==> config.mk <==
export PLATFORM = sky130hd
export DESIGN_NAME = wu_antialiased_line_walker_core
export DESIGN_NICKNAME = d
export VERILOG_FILES = /design/src/rtl/wual_pkg.sv /design/src/rtl/wu_antialiased_line_walker_core.sv /design/src/rtl/wual_divider.sv /design/src/rtl/wual_pixel_out.sv
export SDC_FILE = /design/constraint.sdc
export NUM_CORES = 1
export LEC_CHECK = 0
export BUFFER_PORTS_ARGS = -buffer_cell sky130_fd_sc_hd__buf_2
export CORE_UTILIZATION = 50
export CTS_BUF_LIST = sky130_fd_sc_hd__clkbuf_4 sky130_fd_sc_hd__clkbuf_8
export DETAILED_ROUTE_END_ITERATION = 7
export PLACE_DENSITY = 0.69
export SKIP_LAST_GASP = 1
export SLEW_MARGIN = 25
export SYNTH_ARGS = -nofsm -noshare
export SYNTH_HDL_FRONTEND = slang
export SYNTH_SLANG_ARGS = --single-unit
export TNS_END_PERCENT = 5
==> constraint.sdc <==
create_clock -name clock -period 9.05 [get_ports clock]
set_clock_uncertainty 0.1 [all_clocks]
set_input_delay 0.905 -clock clock [delete_from_list [all_inputs] [get_ports clock]]
set_output_delay 0.905 -clock clock [all_outputs]
set_load 0.005 [all_outputs]
==> src/rtl/wual_pkg.sv <==
// shared types and constants of the antialiased line walker
`default_nettype none
package wual_pkg;

   localparam int COORD_WIDTH     = 5;
   localparam int PIXEL_X_WIDTH   = 7;
   localparam int PIXEL_Y_WIDTH   = 6;
   localparam int SHADE_WIDTH     = 4;
   localparam int ACC_WIDTH       = 32;
   localparam int SHADE_SHIFT     = 28;
   localparam int REQ_TDATA_WIDTH = 24;
   localparam int RSP_TDATA_WIDTH = 24;

   localparam int SCREEN_WIDTH_DEFAULT  = 32;
   localparam int SCREEN_HEIGHT_DEFAULT = 32;
   localparam int SHADE_LEVELS          = 16;

   localparam logic [SHADE_WIDTH-1:0] SHADE_FULL = SHADE_WIDTH'(SHADE_LEVELS - 1);

   typedef enum logic [2:0] {
      LM_IDLE,
      LM_HORIZ,
      LM_VERT,
      LM_DIAG,
      LM_YMAJOR,
      LM_XMAJOR
   } line_mode_type;

   typedef enum logic [2:0] {
      ST_IDLE,
      ST_DIVIDE,
      ST_FIRST,
      ST_RUN,
      ST_MAIN,
      ST_NEIGH,
      ST_END
   } walk_state_type;

   typedef struct packed {
      logic busy;
      logic done;
   } div_status_type;

   typedef struct packed {
      logic signed [PIXEL_X_WIDTH-1:0] x;
      logic [PIXEL_Y_WIDTH-1:0]        y;
      logic [SHADE_WIDTH-1:0]          shade;
      logic                            last;
   } pixel_type;

endpackage
`default_nettype wire

==> src/rtl/wu_antialiased_line_walker_core.sv <==
// antialiased line walker: top level with the walk sequencer
//
// req channel takes one line command: two endpoints of 5-bit column and row.
// rsp channel returns the pixels of that line, one item each, with column,
// row, 4-bit shade index, a visible flag in tuser and tlast on the final
// pixel. a line of n pixels gives n items: horizontal, vertical and diagonal
// lines dx+1 or dy+1, other lines twice the major length.
// req_tready is high only while the walker is idle; one command is worked
// at a time.
// sequence per command: the accept, then for lines that are neither
// straight nor diagonal a run of the bit-serial divider that forms the
// error step, then the pixels, the error summed in the 32-bit accumulator.
// each pixel passes through the output register before it appears on rsp;
// a stalled rsp_tready holds the register and the walk waits.
// synchronous reset returns the walker to idle and empties the output
// register; no pixel survives reset.
`default_nettype none
module wu_antialiased_line_walker_core #(
   parameter int SCREEN_WIDTH  = wual_pkg::SCREEN_WIDTH_DEFAULT,
   parameter int SCREEN_HEIGHT = wual_pkg::SCREEN_HEIGHT_DEFAULT
) (
   input  wire logic                                  clock,
   input  wire logic                                  reset,
   input  wire logic                                  req_tvalid,
   output      logic                                  req_tready,
   input  wire logic [wual_pkg::REQ_TDATA_WIDTH-1:0]  req_tdata,  // x_start, y_start, x_end, y_end
   output      logic                                  rsp_tvalid,
   input  wire logic                                  rsp_tready,
   output      logic [wual_pkg::RSP_TDATA_WIDTH-1:0]  rsp_tdata,  // pixel_x, pixel_y, shade_index
   output      logic                                  rsp_tuser,  // visible
   output      logic                                  rsp_tlast
);

   localparam int CW = wual_pkg::COORD_WIDTH;
   localparam int XW = wual_pkg::PIXEL_X_WIDTH;
   localparam int YW = wual_pkg::PIXEL_Y_WIDTH;
   localparam int AW = wual_pkg::ACC_WIDTH;
   localparam int SW = wual_pkg::SHADE_WIDTH;
   localparam int SS = wual_pkg::SHADE_SHIFT;

   wual_pkg::walk_state_type state_ff, state_in;
   wual_pkg::line_mode_type  mode_ff, mode_in;
   logic signed [XW-1:0]     cursor_x_ff, cursor_x_in;
   logic [YW-1:0]            cursor_y_ff, cursor_y_in;
   logic [AW-1:0]            acc_ff, acc_in;
   logic [AW-1:0]            step_ff, step_in;
   logic [CW-1:0]            steps_left_ff, steps_left_in;
   logic                     dir_ff, dir_in;
   logic [CW-1:0]            end_x_ff, end_x_in;
   logic [CW-1:0]            end_y_ff, end_y_in;

   // command decode
   logic [CW-1:0]            x_start, y_start, x_end, y_end;
   logic [CW-1:0]            sx0, sy0, sx1, sy1;
   logic [CW:0]              dx_signed;
   logic [CW-1:0]            adx, ady;
   logic                     dx_neg;
   wual_pkg::line_mode_type  mode_dec;
   logic                     wu_dec;
   logic [CW-1:0]            major_dec, minor_dec;

   logic                     req_fire;
   logic                     div_start;
   wual_pkg::div_status_type div_status;
   logic [AW-1:0]            div_quotient;

   logic                     emit;
   logic                     can_load;
   wual_pkg::pixel_type      pixel;
   logic signed [XW-1:0]     dir_delta;
   logic signed [XW-1:0]     x_stepped;
   logic [YW-1:0]            y_stepped;
   logic [AW:0]              acc_sum;
   logic                     carry;
   logic                     ymajor;

   assign x_start = req_tdata[CW-1:0];
   assign y_start = req_tdata[2*CW-1:CW];
   assign x_end   = req_tdata[3*CW-1:2*CW];
   assign y_end   = req_tdata[4*CW-1:3*CW];

   assign req_tready = (state_ff == wual_pkg::ST_IDLE);
   assign req_fire   = req_tvalid && req_tready;

   always_comb begin
      // endpoints are ordered so the line runs downward
      if (y_start > y_end) begin
         sx0 = x_end;
         sy0 = y_end;
         sx1 = x_start;
         sy1 = y_start;
      end else begin
         sx0 = x_start;
         sy0 = y_start;
         sx1 = x_end;
         sy1 = y_end;
      end
      dx_signed = {1'b0, sx1} - {1'b0, sx0};
      dx_neg    = dx_signed[CW];
      adx       = dx_neg ? CW'(-dx_signed) : dx_signed[CW-1:0];
      ady       = sy1 - sy0;
      if (ady == '0) begin
         mode_dec = wual_pkg::LM_HORIZ;
      end else if (adx == '0) begin
         mode_dec = wual_pkg::LM_VERT;
      end else if (adx == ady) begin
         mode_dec = wual_pkg::LM_DIAG;
      end else if (ady > adx) begin
         mode_dec = wual_pkg::LM_YMAJOR;
      end else begin
         mode_dec = wual_pkg::LM_XMAJOR;
      end
      wu_dec    = (mode_dec == wual_pkg::LM_YMAJOR) || (mode_dec == wual_pkg::LM_XMAJOR);
      major_dec = (mode_dec == wual_pkg::LM_YMAJOR) ? ady : adx;
      minor_dec = (mode_dec == wual_pkg::LM_YMAJOR) ? adx : ady;
   end

   assign div_start = req_fire && wu_dec;

   wual_divider u_divider (
      .clock    (clock),
      .reset    (reset),
      .start    (div_start),
      .minor    (minor_dec),
      .major    (major_dec),
      .status   (div_status),
      .quotient (div_quotient)
   );

   // shared step arithmetic
   always_comb begin
      dir_delta = dir_ff ? -XW'(1) : XW'(1);
      x_stepped = cursor_x_ff + dir_delta;
      y_stepped = cursor_y_ff + 1'b1;
      acc_sum   = {1'b0, acc_ff} + {1'b0, step_ff};
      carry     = acc_sum[AW];
      ymajor    = (mode_ff == wual_pkg::LM_YMAJOR);
   end

   always_comb begin
      state_in      = state_ff;
      mode_in       = mode_ff;
      cursor_x_in   = cursor_x_ff;
      cursor_y_in   = cursor_y_ff;
      acc_in        = acc_ff;
      step_in       = step_ff;
      steps_left_in = steps_left_ff;
      dir_in        = dir_ff;
      end_x_in      = end_x_ff;
      end_y_in      = end_y_ff;
      emit          = 1'b0;
      pixel.x       = cursor_x_ff;
      pixel.y       = cursor_y_ff;
      pixel.shade   = wual_pkg::SHADE_FULL;
      pixel.last    = 1'b0;
      case (state_ff)
         wual_pkg::ST_IDLE: begin
            if (req_fire) begin
               mode_in       = mode_dec;
               dir_in        = dx_neg;
               cursor_x_in   = XW'(sx0);
               cursor_y_in   = YW'(sy0);
               end_x_in      = sx1;
               end_y_in      = sy1;
               acc_in        = '0;
               step_in       = '0;
               if (wu_dec) begin
                  steps_left_in = major_dec - 1'b1;
                  state_in      = wual_pkg::ST_DIVIDE;
               end else begin
                  steps_left_in = (mode_dec == wual_pkg::LM_HORIZ) ? adx : ady;
                  state_in      = wual_pkg::ST_FIRST;
               end
            end
         end
         wual_pkg::ST_DIVIDE: begin
            if (div_status.done) begin
               step_in  = div_quotient;
               state_in = wual_pkg::ST_FIRST;
            end
         end
         wual_pkg::ST_FIRST: begin
            emit       = 1'b1;
            pixel.last = (mode_ff == wual_pkg::LM_HORIZ) && (steps_left_ff == '0);
            if (can_load) begin
               if ((mode_ff == wual_pkg::LM_YMAJOR) || (mode_ff == wual_pkg::LM_XMAJOR)) begin
                  state_in = (steps_left_ff == '0) ? wual_pkg::ST_END : wual_pkg::ST_MAIN;
               end else begin
                  state_in = (steps_left_ff == '0) ? wual_pkg::ST_IDLE : wual_pkg::ST_RUN;
               end
            end
         end
         wual_pkg::ST_RUN: begin
            emit = 1'b1;
            if (mode_ff != wual_pkg::LM_VERT) begin
               pixel.x = x_stepped;
            end
            if (mode_ff != wual_pkg::LM_HORIZ) begin
               pixel.y = y_stepped;
            end
            pixel.last = (steps_left_ff == CW'(1));
            if (can_load) begin
               cursor_x_in   = pixel.x;
               cursor_y_in   = pixel.y;
               steps_left_in = steps_left_ff - 1'b1;
               if (steps_left_ff == CW'(1)) begin
                  state_in = wual_pkg::ST_IDLE;
               end
            end
         end
         wual_pkg::ST_MAIN: begin
            emit = 1'b1;
            // wraparound of the accumulator moves the minor axis
            if (ymajor) begin
               pixel.x = carry ? x_stepped : cursor_x_ff;
               pixel.y = y_stepped;
            end else begin
               pixel.x = x_stepped;
               pixel.y = carry ? y_stepped : cursor_y_ff;
            end
            pixel.shade = acc_sum[SS+SW-1:SS] ^ wual_pkg::SHADE_FULL;
            if (can_load) begin
               cursor_x_in   = pixel.x;
               cursor_y_in   = pixel.y;
               acc_in        = acc_sum[AW-1:0];
               steps_left_in = steps_left_ff - 1'b1;
               state_in      = wual_pkg::ST_NEIGH;
            end
         end
         wual_pkg::ST_NEIGH: begin
            emit = 1'b1;
            if (ymajor) begin
               pixel.x = x_stepped;
            end else begin
               pixel.y = y_stepped;
            end
            pixel.shade = acc_ff[SS+SW-1:SS];
            if (can_load) begin
               state_in = (steps_left_ff == '0) ? wual_pkg::ST_END : wual_pkg::ST_MAIN;
            end
         end
         wual_pkg::ST_END: begin
            emit       = 1'b1;
            pixel.x    = XW'(end_x_ff);
            pixel.y    = YW'(end_y_ff);
            pixel.last = 1'b1;
            if (can_load) begin
               cursor_x_in = XW'(end_x_ff);
               cursor_y_in = YW'(end_y_ff);
               state_in    = wual_pkg::ST_IDLE;
            end
         end
         default: begin
            state_in = wual_pkg::ST_IDLE;
         end
      endcase
   end

   always_ff @(posedge clock) begin
      if (reset) begin
         state_ff      <= wual_pkg::ST_IDLE;
         mode_ff       <= wual_pkg::LM_IDLE;
         steps_left_ff <= '0;
         dir_ff        <= 1'b0;
         cursor_x_ff   <= '0;
         cursor_y_ff   <= '0;
         acc_ff        <= '0;
         step_ff       <= '0;
      end else begin
         state_ff      <= state_in;
         mode_ff       <= mode_in;
         steps_left_ff <= steps_left_in;
         dir_ff        <= dir_in;
         cursor_x_ff   <= cursor_x_in;
         cursor_y_ff   <= cursor_y_in;
         acc_ff        <= acc_in;
         step_ff       <= step_in;
      end
      end_x_ff <= end_x_in;
      end_y_ff <= end_y_in;
   end

   wual_pixel_out #(
      .SCREEN_WIDTH  (SCREEN_WIDTH),
      .SCREEN_HEIGHT (SCREEN_HEIGHT)
   ) u_pixel_out (
      .clock      (clock),
      .reset      (reset),
      .load       (emit),
      .pixel      (pixel),
      .can_load   (can_load),
      .rsp_tvalid (rsp_tvalid),
      .rsp_tready (rsp_tready),
      .rsp_tdata  (rsp_tdata),
      .rsp_tuser  (rsp_tuser),
      .rsp_tlast  (rsp_tlast)
   );

`ifndef SYNTHESIS
   // a taken command holds off the next one; ready is low in the cycle after
   assert property (@(posedge clock) disable iff (reset) req_fire |=> !req_tready)
      else $error("walker ready right after taking a command");

   // endpoints of a line always carry full shade
   assert property (@(posedge clock) disable iff (reset)
      (rsp_tvalid && rsp_tlast) |-> (rsp_tdata[XW+YW+SW-1:XW+YW] == wual_pkg::SHADE_FULL))
      else $error("last pixel without full shade");

   // a visible pixel never has a negative column
   assert property (@(posedge clock) disable iff (reset)
      (rsp_tvalid && rsp_tuser) |-> !rsp_tdata[XW-1])
      else $error("visible pixel left of screen");

   // waiting on the divider only while it runs or has just finished
   assert property (@(posedge clock) disable iff (reset)
      (state_ff == wual_pkg::ST_DIVIDE) |-> (div_status.busy || div_status.done))
      else $error("divide wait with idle divider");
`endif

endmodule
`default_nettype wire

==> src/rtl/wual_divider.sv <==
// bit-serial restoring divider for the error step, (minor << 32) / major
`default_nettype none
module wual_divider (
   input  wire logic                                  clock,
   input  wire logic                                  reset,
   input  wire logic                                  start,
   input  wire logic [wual_pkg::COORD_WIDTH-1:0]      minor,
   input  wire logic [wual_pkg::COORD_WIDTH-1:0]      major,
   output      wual_pkg::div_status_type              status,
   output      logic [wual_pkg::ACC_WIDTH-1:0]        quotient
);

   localparam int CW = wual_pkg::COORD_WIDTH;
   localparam int QW = wual_pkg::ACC_WIDTH;
   localparam int NW = $clog2(QW);

   logic          busy_ff, busy_in;
   logic          done_ff, done_in;
   logic [NW-1:0] count_ff, count_in;
   logic [CW-1:0] rem_ff, rem_in;
   logic [CW-1:0] divisor_ff, divisor_in;
   logic [QW-1:0] quot_ff, quot_in;

   logic [CW:0]   shifted;
   logic [CW:0]   diff;
   logic          ge;

   always_comb begin
      shifted    = {rem_ff, 1'b0};
      diff       = shifted - {1'b0, divisor_ff};
      ge         = shifted >= {1'b0, divisor_ff};
      busy_in    = busy_ff;
      done_in    = 1'b0;
      count_in   = count_ff;
      rem_in     = rem_ff;
      divisor_in = divisor_ff;
      quot_in    = quot_ff;
      if (start) begin
         busy_in    = 1'b1;
         count_in   = NW'(QW - 1);
         rem_in     = minor;
         divisor_in = major;
         quot_in    = '0;
      end else if (busy_ff) begin
         // remainder stays below the divisor, so it fits the coordinate width
         rem_in   = ge ? diff[CW-1:0] : shifted[CW-1:0];
         quot_in  = {quot_ff[QW-2:0], ge};
         count_in = count_ff - 1'b1;
         if (count_ff == '0) begin
            busy_in = 1'b0;
            done_in = 1'b1;
         end
      end
   end

   always_ff @(posedge clock) begin
      if (reset) begin
         busy_ff  <= 1'b0;
         done_ff  <= 1'b0;
         count_ff <= '0;
      end else begin
         busy_ff  <= busy_in;
         done_ff  <= done_in;
         count_ff <= count_in;
      end
      rem_ff     <= rem_in;
      divisor_ff <= divisor_in;
      quot_ff    <= quot_in;
   end

   assign status.busy = busy_ff;
   assign status.done = done_ff;
   assign quotient    = quot_ff;

endmodule
`default_nettype wire

==> src/rtl/wual_pixel_out.sv <==
// output register for pixel items with the visibility check
`default_nettype none
module wual_pixel_out #(
   parameter int SCREEN_WIDTH  = wual_pkg::SCREEN_WIDTH_DEFAULT,
   parameter int SCREEN_HEIGHT = wual_pkg::SCREEN_HEIGHT_DEFAULT
) (
   input  wire logic                                    clock,
   input  wire logic                                    reset,
   input  wire logic                                    load,
   input  wire wual_pkg::pixel_type                     pixel,
   output      logic                                    can_load,
   output      logic                                    rsp_tvalid,
   input  wire logic                                    rsp_tready,
   output      logic [wual_pkg::RSP_TDATA_WIDTH-1:0]    rsp_tdata,  // pixel_x, pixel_y, shade_index
   output      logic                                    rsp_tuser,  // visible
   output      logic                                    rsp_tlast
);

   localparam int XW = wual_pkg::PIXEL_X_WIDTH;
   localparam int YW = wual_pkg::PIXEL_Y_WIDTH;
   localparam int SW = wual_pkg::SHADE_WIDTH;
   localparam int DW = wual_pkg::RSP_TDATA_WIDTH;
   localparam logic signed [XW-1:0] X_LIMIT = XW'(SCREEN_WIDTH);
   localparam logic [YW-1:0]        Y_LIMIT = YW'(SCREEN_HEIGHT);

   logic                valid_ff, valid_in;
   wual_pkg::pixel_type pix_ff, pix_in;
   logic                vis_ff, vis_in;

   assign can_load = !valid_ff || rsp_tready;

   always_comb begin
      valid_in = valid_ff;
      pix_in   = pix_ff;
      vis_in   = vis_ff;
      if (rsp_tready) begin
         valid_in = 1'b0;
      end
      if (load && can_load) begin
         valid_in = 1'b1;
         pix_in   = pixel;
         vis_in   = !pixel.x[XW-1] && (pixel.x < X_LIMIT) && (pixel.y < Y_LIMIT);
      end
   end

   always_ff @(posedge clock) begin
      if (reset) begin
         valid_ff <= 1'b0;
      end else begin
         valid_ff <= valid_in;
      end
      pix_ff <= pix_in;
      vis_ff <= vis_in;
   end

   assign rsp_tvalid = valid_ff;
   assign rsp_tdata  = {(DW - XW - YW - SW)'(0), pix_ff.shade, pix_ff.y, pix_ff.x};
   assign rsp_tuser  = vis_ff;
   assign rsp_tlast  = pix_ff.last;

endmodule
`default_nettype wire
==> flow_summary.yaml, run 1 <==
logic_synthesis:
  synth-seq-cells: 168
  synthArstFlopShare_pct: 0
  syn_area_sq_mm: 0.0105
  yosysWarnings: 0
  synth_top_area_share_pct: 24.6
  synthCells: 1255
  synth_edf_count: 39
  ys_top_cells_by_count: "141 x nor2_1, 140 x nand2_1, 129 x dfxtp_1"
  avgSynthCellArea_sq_um: 8.36
  synthFlopType: "dfxtp_1"
  synth.most_common_cell: "nor2_1"
  synth.largest_area_cell: "dfxtp_1"
  ys_top_cells_by_area: "dfxtp_1 25%, edfxtp_1 11%, ha_1 7.5%, a21oi_1 5.9%, nor2_1 5.0%"
  synth-seq-area-share_pct: 35.8
  synth_cell_type_count: 80
die:
  die-height_um: 147
  die_area_sq_mm: 0.0216
  rows: 52
  initial_core_util_pct: 51.4
  chipWidth_um: 147
  io-pin-count: 56
  core-area_sq_mm: 0.0204
sta:
  hold_violations: 0
  finalCriticalPeriod_ns: 6.83
  rsz0062_at_grt: "no"
  worst_slew_pin_slew_ns: 1.01
  relSlewSlack_pct: 32.8
  period_share_pct: 75.5
  final_max_slew_viol_count: 0
  finalSetupViolCount: 0
  max_freq_ghz: 0.146
  finalSetupTns_ns: 0
layout:
  drive_gt1_share_pct: 8.48
  final_area_sq_mm: 0.0113
  syn_to_final_growth_pct: 7.69
  final_util_pct: 55.3
  antennaDiodeCount: 0
  fin_nets: 1356
worst_hold_path:
  hold_start: "step_ff[30]$_SDFFE_PP0P_"
  hold_class: "flop to flop"
  hold-path-endpoint: "step_ff[30]$_SDFFE_PP0P_"
  worstHoldPathCells: 2
status:
  status: "finished clean"
cts:
  clock_latency_ns: 0.47
  clkTransAtPathRegs_ns: 0.09
  clkSinkCount: 168
  cts_root_buf: "clkbuf_8"
  htreeDepth: 4
  cts_tree: "done"
  post_cts_resized: 0
  clock_path_buffers: 2
  cts_hold_buffers: 0
  postCtsSetupRepairBufs: 0
  cts_buffers: 17
power:
  p_leak_nw: 4.71
  powerDensity_mw_per_mm2: 233
  vdd_drop_max_mv: 0.136
  power.total_w: 0.00264
grt:
  grt_pass1_wl_um: 39100
  grt_usage_pct: 22.1
  grt_max_degree: 92
  first_global_vias: 7877
  overflow: 0
  antenna_found_initial: 0
setup_path:
  max_stage_delay_ns: 0.63
  crit_top_cell: "ha_1"
  cp-start-kind: "input port"
  critical_path_class: "input port to flop"
  reg2reg_from: "state_ff[0]$_SDFFE_PP0P_"
  crit_required_ns: 9.31
  rr_endpoint: "steps_left_ff[4]$_SDFFE_PP0P_"
  rrSetupSlack_ns: 4.43
  reg2regPathDepth: 10
  cp_slowest_cell: "a21oi_1"
  path_max_fanout: 12
  cp.arrival_ns: 7.09
  cp-end-kind: "flop"
placed_design:
  placed_cell_area_sq_mm: 0.0108
  routabilityCongestion: 0.902
  portBuffers: 44
  post-dp-hpwl_um: 16700
route:
  finalWirelength_um: 23800
  dr.pass1.iters: 5
  drc_errors: 0
  first_iter_violations: 705
  avgViaCountPerCell: 5.85
  ant_nets: 0
  vias: 9025
  wl_per_cell_um: 15.4
job:
  drv_cap: 0
==> per-layer routing <==
metal	wire, um	global-route usage, %
met4	216	5.26
met1	11700	31.9
met5	0	0
met2	10600	34.2
met3	1230	3.79
==> final cells by class <==
class	instances	area, sq um
timing repair buffer	52	280
tap	270	338
multi-input combinational	978	6310
clock buffer	17	234
inverter	45	169
fill	1947	9130
clock inverter	14	209
sequential	168	3760
==> metrics by stage <==
stage	hold WS [ns]	worst slack, ns	std cells
global route	0.376	1.68	1544
finish	0.361	2.22	1544
floorplan	0.336	2.59	1261
global placement	0.346	1.95	1513
detailed placement	0.350	1.88	1513
CTS	0.361	2.36	1544
==> registers in the layout, summed over array words and instances (netlist names), 3 cells and up <==
signal	flops
mode_ff	3
end_x_ff	5
state_ff	3
acc_ff	32
steps_left_ff	5
step_ff	32
u_divider.rem_ff	5
u_divider.divisor_ff	5
u_divider.count_ff	5
end_y_ff	5
cursor_y_ff	6
u_pixel_out.rsp_tdata	17
cursor_x_ff	7
u_divider.quotient	32
==> kinds of logic after synthesis <==
kind of cell	synth area share, %
AND/OR/NAND/NOR	19.4
buffers and inverters	4.60
AO/OA/AOI/OAI	21.8
XOR/XNOR	4.84
adder cells (fa/ha/maj)	8.28
other	0.0357
flip-flops	35.8
multiplexers	5.29
==> where the power goes <==
group	switching [W]	internal [W]
logic	0.000646	0.000376
clock network	0.000299	0.000308
registers	0.000110	0.000898
total	0.00106	0.00158
==> worst max-delay path by stage <==
stage | slack, ns | start | endpoint | cells past startpoint
2_1_floorplan | 2.59 | req_tdata[18] | steps_left_ff[4]$_SDFFE_PP0P_ | 29
3_3_place_gp | 1.95 | req_tdata[18] | steps_left_ff[4]$_SDFFE_PP0P_ | 28
3_5_place_dp | 1.88 | req_tdata[18] | steps_left_ff[4]$_SDFFE_PP0P_ | 28
4_1_cts | 2.36 | req_tdata[18] | steps_left_ff[4]$_SDFFE_PP0P_ | 29
5_1_grt | 1.68 | req_tdata[18] | steps_left_ff[4]$_SDFFE_PP0P_ | 29
6_report | 2.22 | req_tdata[18] | steps_left_ff[4]$_SDFFE_PP0P_ | 29
==> worst max-delay path: cells and delay by family <==
| family | cells | cell delay, ns |
|---|---|---|
| XOR/XNOR | 2 | 0.97 |
| AND/OR/NAND/NOR | 9 | 1.77 |
| adder cells (fa/ha/maj) | 4 | 1.06 |
| AO/OA/AOI/OAI | 10 | 1.90 |
| buffers and inverters | 4 | 0.48 |
==> cells in the final DEF, fill, tap and decap left out, drive strengths merged, types with 9 or more instances in the layout <==
master,n
nor2,141
nand2,140
dfxtp,129
a21oi,124
ha,63
nand3,53
mux2i,52
buf,52
inv,51
o21ai,47
edfxtp,39
a22oi,34
xnor2,28
a21o,27
xor2,27
nor2b,22
nand2b,18
nor3,18
clkbuf,17
a221oi,16
o21bai,11
o211ai,9
and3,9
o22ai,9
No activity file was read; power rests on OpenSTA's default activity.
==> run 2: changes to the inputs <==
--- a/config.mk
+++ b/config.mk
@@ -5,11 +5,12 @@
 export SDC_FILE = /design/constraint.sdc
 export NUM_CORES = 1
 export LEC_CHECK = 0
+export ABC_AREA = 1
 export BUFFER_PORTS_ARGS = -buffer_cell sky130_fd_sc_hd__buf_2
 export CORE_UTILIZATION = 50
 export CTS_BUF_LIST = sky130_fd_sc_hd__clkbuf_4 sky130_fd_sc_hd__clkbuf_8
 export DETAILED_ROUTE_END_ITERATION = 7
-export PLACE_DENSITY = 0.69
+export PLACE_DENSITY = 0.72
 export SKIP_LAST_GASP = 1
 export SLEW_MARGIN = 25
 export SYNTH_ARGS = -nofsm -noshare
==> constraint.sdc (replaced) <==
create_clock -name clock -period 5.86 [get_ports clock]
set_clock_uncertainty 0.1 [all_clocks]
set_input_delay 0.586 -clock clock [delete_from_list [all_inputs] [get_ports clock]]
set_output_delay 0.586 -clock clock [all_outputs]
set_load 0.005 [all_outputs]
==> run 2 against run 1 <==
Net effect:
- first-iteration DRC count up 9.9%
- largest cell class unchanged
- sequential power is 74% higher
- flip-flop and latch count stayed put
- critical endpoint is now u_divider.rem_ff[1]$_DFFE_PP_
- cell count is 16% higher
- synthesized cell count increased by 17%
==> flow_summary.yaml, run 2 <==
status:
  status: "finished clean"
layout:
  syn_to_final_growth_pct: 7.77
  antennaDiodeCount: 0
  fin_nets: 1592
  fillers: 1985
  drive_gt1_share_pct: 10.6
  final_common_cell: "nand2_1"
  mostFrequentLayoutCells: "293 x nand2_1, 184 x a21oi_1, 183 x inv_1, 129 x dfxtp_1, 111 x o21ai_0"
  final_util_pct: 54.9
cts:
  postCtsSetupRepairBufs: 0
  cts_tree: "done"
  clkSinkCount: 168
  htreeDepth: 4
  cts_buffers: 17
  clock_latency_ns: 0.46
  post_cts_resized: 0
  cts_root_buf: "clkbuf_8"
  cts_hold_buffers: 0
  clkTransAtPathRegs_ns: 0.09
  clock_path_buffers: 2
die:
  rows: 53
  initial_core_util_pct: 50.9
  die-height_um: 148
  io-pin-count: 56
  die_area_sq_mm: 0.0220
  chipWidth_um: 148
  core-area_sq_mm: 0.0210
sta:
  finalSetupTns_ns: 0
  finalCriticalPeriod_ns: 5.08
  rsz0062_at_grt: "no"
  relSlewSlack_pct: 33.9
  finalSetupViolCount: 0
  period_share_pct: 86.7
  worst_slew_pin_slew_ns: 0.986
  max_freq_ghz: 0.197
  hold_violations: 0
  final_max_slew_viol_count: 0
route:
  finalWirelength_um: 25000
  avgViaCountPerCell: 5.45
  first_iter_violations: 775
  dr.pass1.iters: 5
  wl_per_cell_um: 14.0
  vias: 9732
  drc_errors: 0
  ant_nets: 0
logic_synthesis:
  synthFlopType: "dfxtp_1"
  synth-seq-cells: 168
  synth_edf_count: 39
  syn_area_sq_mm: 0.0107
  yosysWarnings: 0
  synth.largest_area_cell: "dfxtp_1"
  synthCells: 1469
  synth_cell_type_count: 61
  ys_top_cells_by_count: "293 x nand2_1, 185 x a21oi_1, 185 x inv_1"
  synth-seq-area-share_pct: 35.1
  ys_top_cells_by_area: "dfxtp_1 24%, edfxtp_1 11%, nand2_1 10%, a21oi_1 8.6%, ha_1 7.4%"
  synth.most_common_cell: "nand2_1"
  avgSynthCellArea_sq_um: 7.29
  synth_top_area_share_pct: 24.1
  synthArstFlopShare_pct: 0
setup_path:
  max_stage_delay_ns: 0.39
  critical_path_class: "input port to flop"
  cp_top_family: "simple AND/OR/NAND/NOR gates"
  cp_slowest_cell: "inv_4"
  cp-end-kind: "flop"
  cp.arrival_ns: 5.13
  path_max_fanout: 46
  cp_num_buf_inv: 9
  cp-start-kind: "input port"
  crit_top_cell: "nand2_1"
  crit_required_ns: 5.91
worst_hold_path:
  hold_class: "flop to flop"
power:
  p_leak_nw: 5.39
  power.total_w: 0.00480
  powerDensity_mw_per_mm2: 416
  vdd_drop_max_mv: 0.217
grt:
  grt_max_degree: 59
  antenna_found_initial: 0
  grt_usage_pct: 23.6
  overflow: 0
  first_global_vias: 9026
  grt_pass1_wl_um: 42600
job:
  drv_cap: 0
placed_design:
  routabilityCongestion: 0.867
  post-dp-hpwl_um: 17800
  portBuffers: 44
## run 2: final cells by class
cell class | instances | area, sq um | area share (%)
multi-input cells | 1056 | 5950 | 51.6
flip-flops and latches | 168 | 3750 | 32.5
inverters | 199 | 752 | 6.52
well taps | 275 | 344 | 2.98
repair buffers | 56 | 310 | 2.69
clock buffers | 18 | 241 | 2.09
clock inverters | 14 | 185 | 1.61
## run 2: metrics by stage
step | area (sq um) | setup slack [ns] | instances | hold WS, ns
final | 11500 | 0.780 | 1786 | 0.373
after global routing | 11500 | 0.424 | 1786 | 0.362
after CTS | 11500 | 0.831 | 1786 | 0.356
after detailed placement | 11100 | 0.353 | 1754 | 0.363
after global placement | 11100 | 0.513 | 1754 | 0.353
after floorplan | 10700 | 0.896 | 1475 | 0.345
## run 2: worst reg2reg max path, cell delays in order (launching register included)
cell	delay, ns
dfxtp_1	0.32
ha_1	0.23
fa_1	0.39
nand2_1	0.09
o21ai_1	0.10
inv_1	0.07
nor2_1	0.05
o21ai_1	0.16
nand2_1	0.08
nand2_1	0.06
nand2_1	0.09
a21oi_1	0.22
o21ai_1	0.14
a21boi_1	0.54
o21ai_1	0.21
nor2_1	0.38
inv_1	0.18
o21ai_1	0.21
o2111ai_1	0.18
nor3_1	0.20
## run 2: report_power, final
| group | switching, W | internal (W) | total, W |
|---|---|---|---|
| clock network | 0.000458 | 0.000438 | 0.000896 |
| registers | 0.000198 | 0.00156 | 0.00176 |
| logic | 0.00140 | 0.000750 | 0.00215 |
| total | 0.00206 | 0.00275 | 0.00480 |
## run 2: cell families after synthesis
logic type                 after synthesis  synth area share (%)
buffers and inverters                  251                  9.69
DFF                                    168                  35.1
AOI/OAI and AO/OA                      407                  21.6
adders and majority gates               66                  7.92
other                                    1                0.0350
and+or+nand+nor                        549                  23.3
muxes                                    1                 0.105
xor gates and xnor gates                26                  2.34
## run 2: layer usage
metal | track usage (%) | up-vias | share of wire, %
li1 | - | 4994 | -
met1 | 32.5 | 4525 | 49
met2 | 39.2 | 192 | 46
met3 | 2.98 | 21 | 3.9
met4 | 5.46 | 0 | 0.73
met5 | 0 | - | 0
## run 2: worst paths after layout
check                                     to                   start  cells after the start  slack (ns)
max            u_divider.rem_ff[1]$_DFFE_PP_           req_tdata[19]                     30        0.78
min                   acc_ff[2]$_SDFFE_PP0P_  acc_ff[2]$_SDFFE_PP0P_                      2        0.37
max reg2reg  u_pixel_out.rsp_tuser$_DFFE_PP_  acc_ff[0]$_SDFFE_PP0P_                     19        1.70
min reg2reg           acc_ff[2]$_SDFFE_PP0P_  acc_ff[2]$_SDFFE_PP0P_                      2        0.37
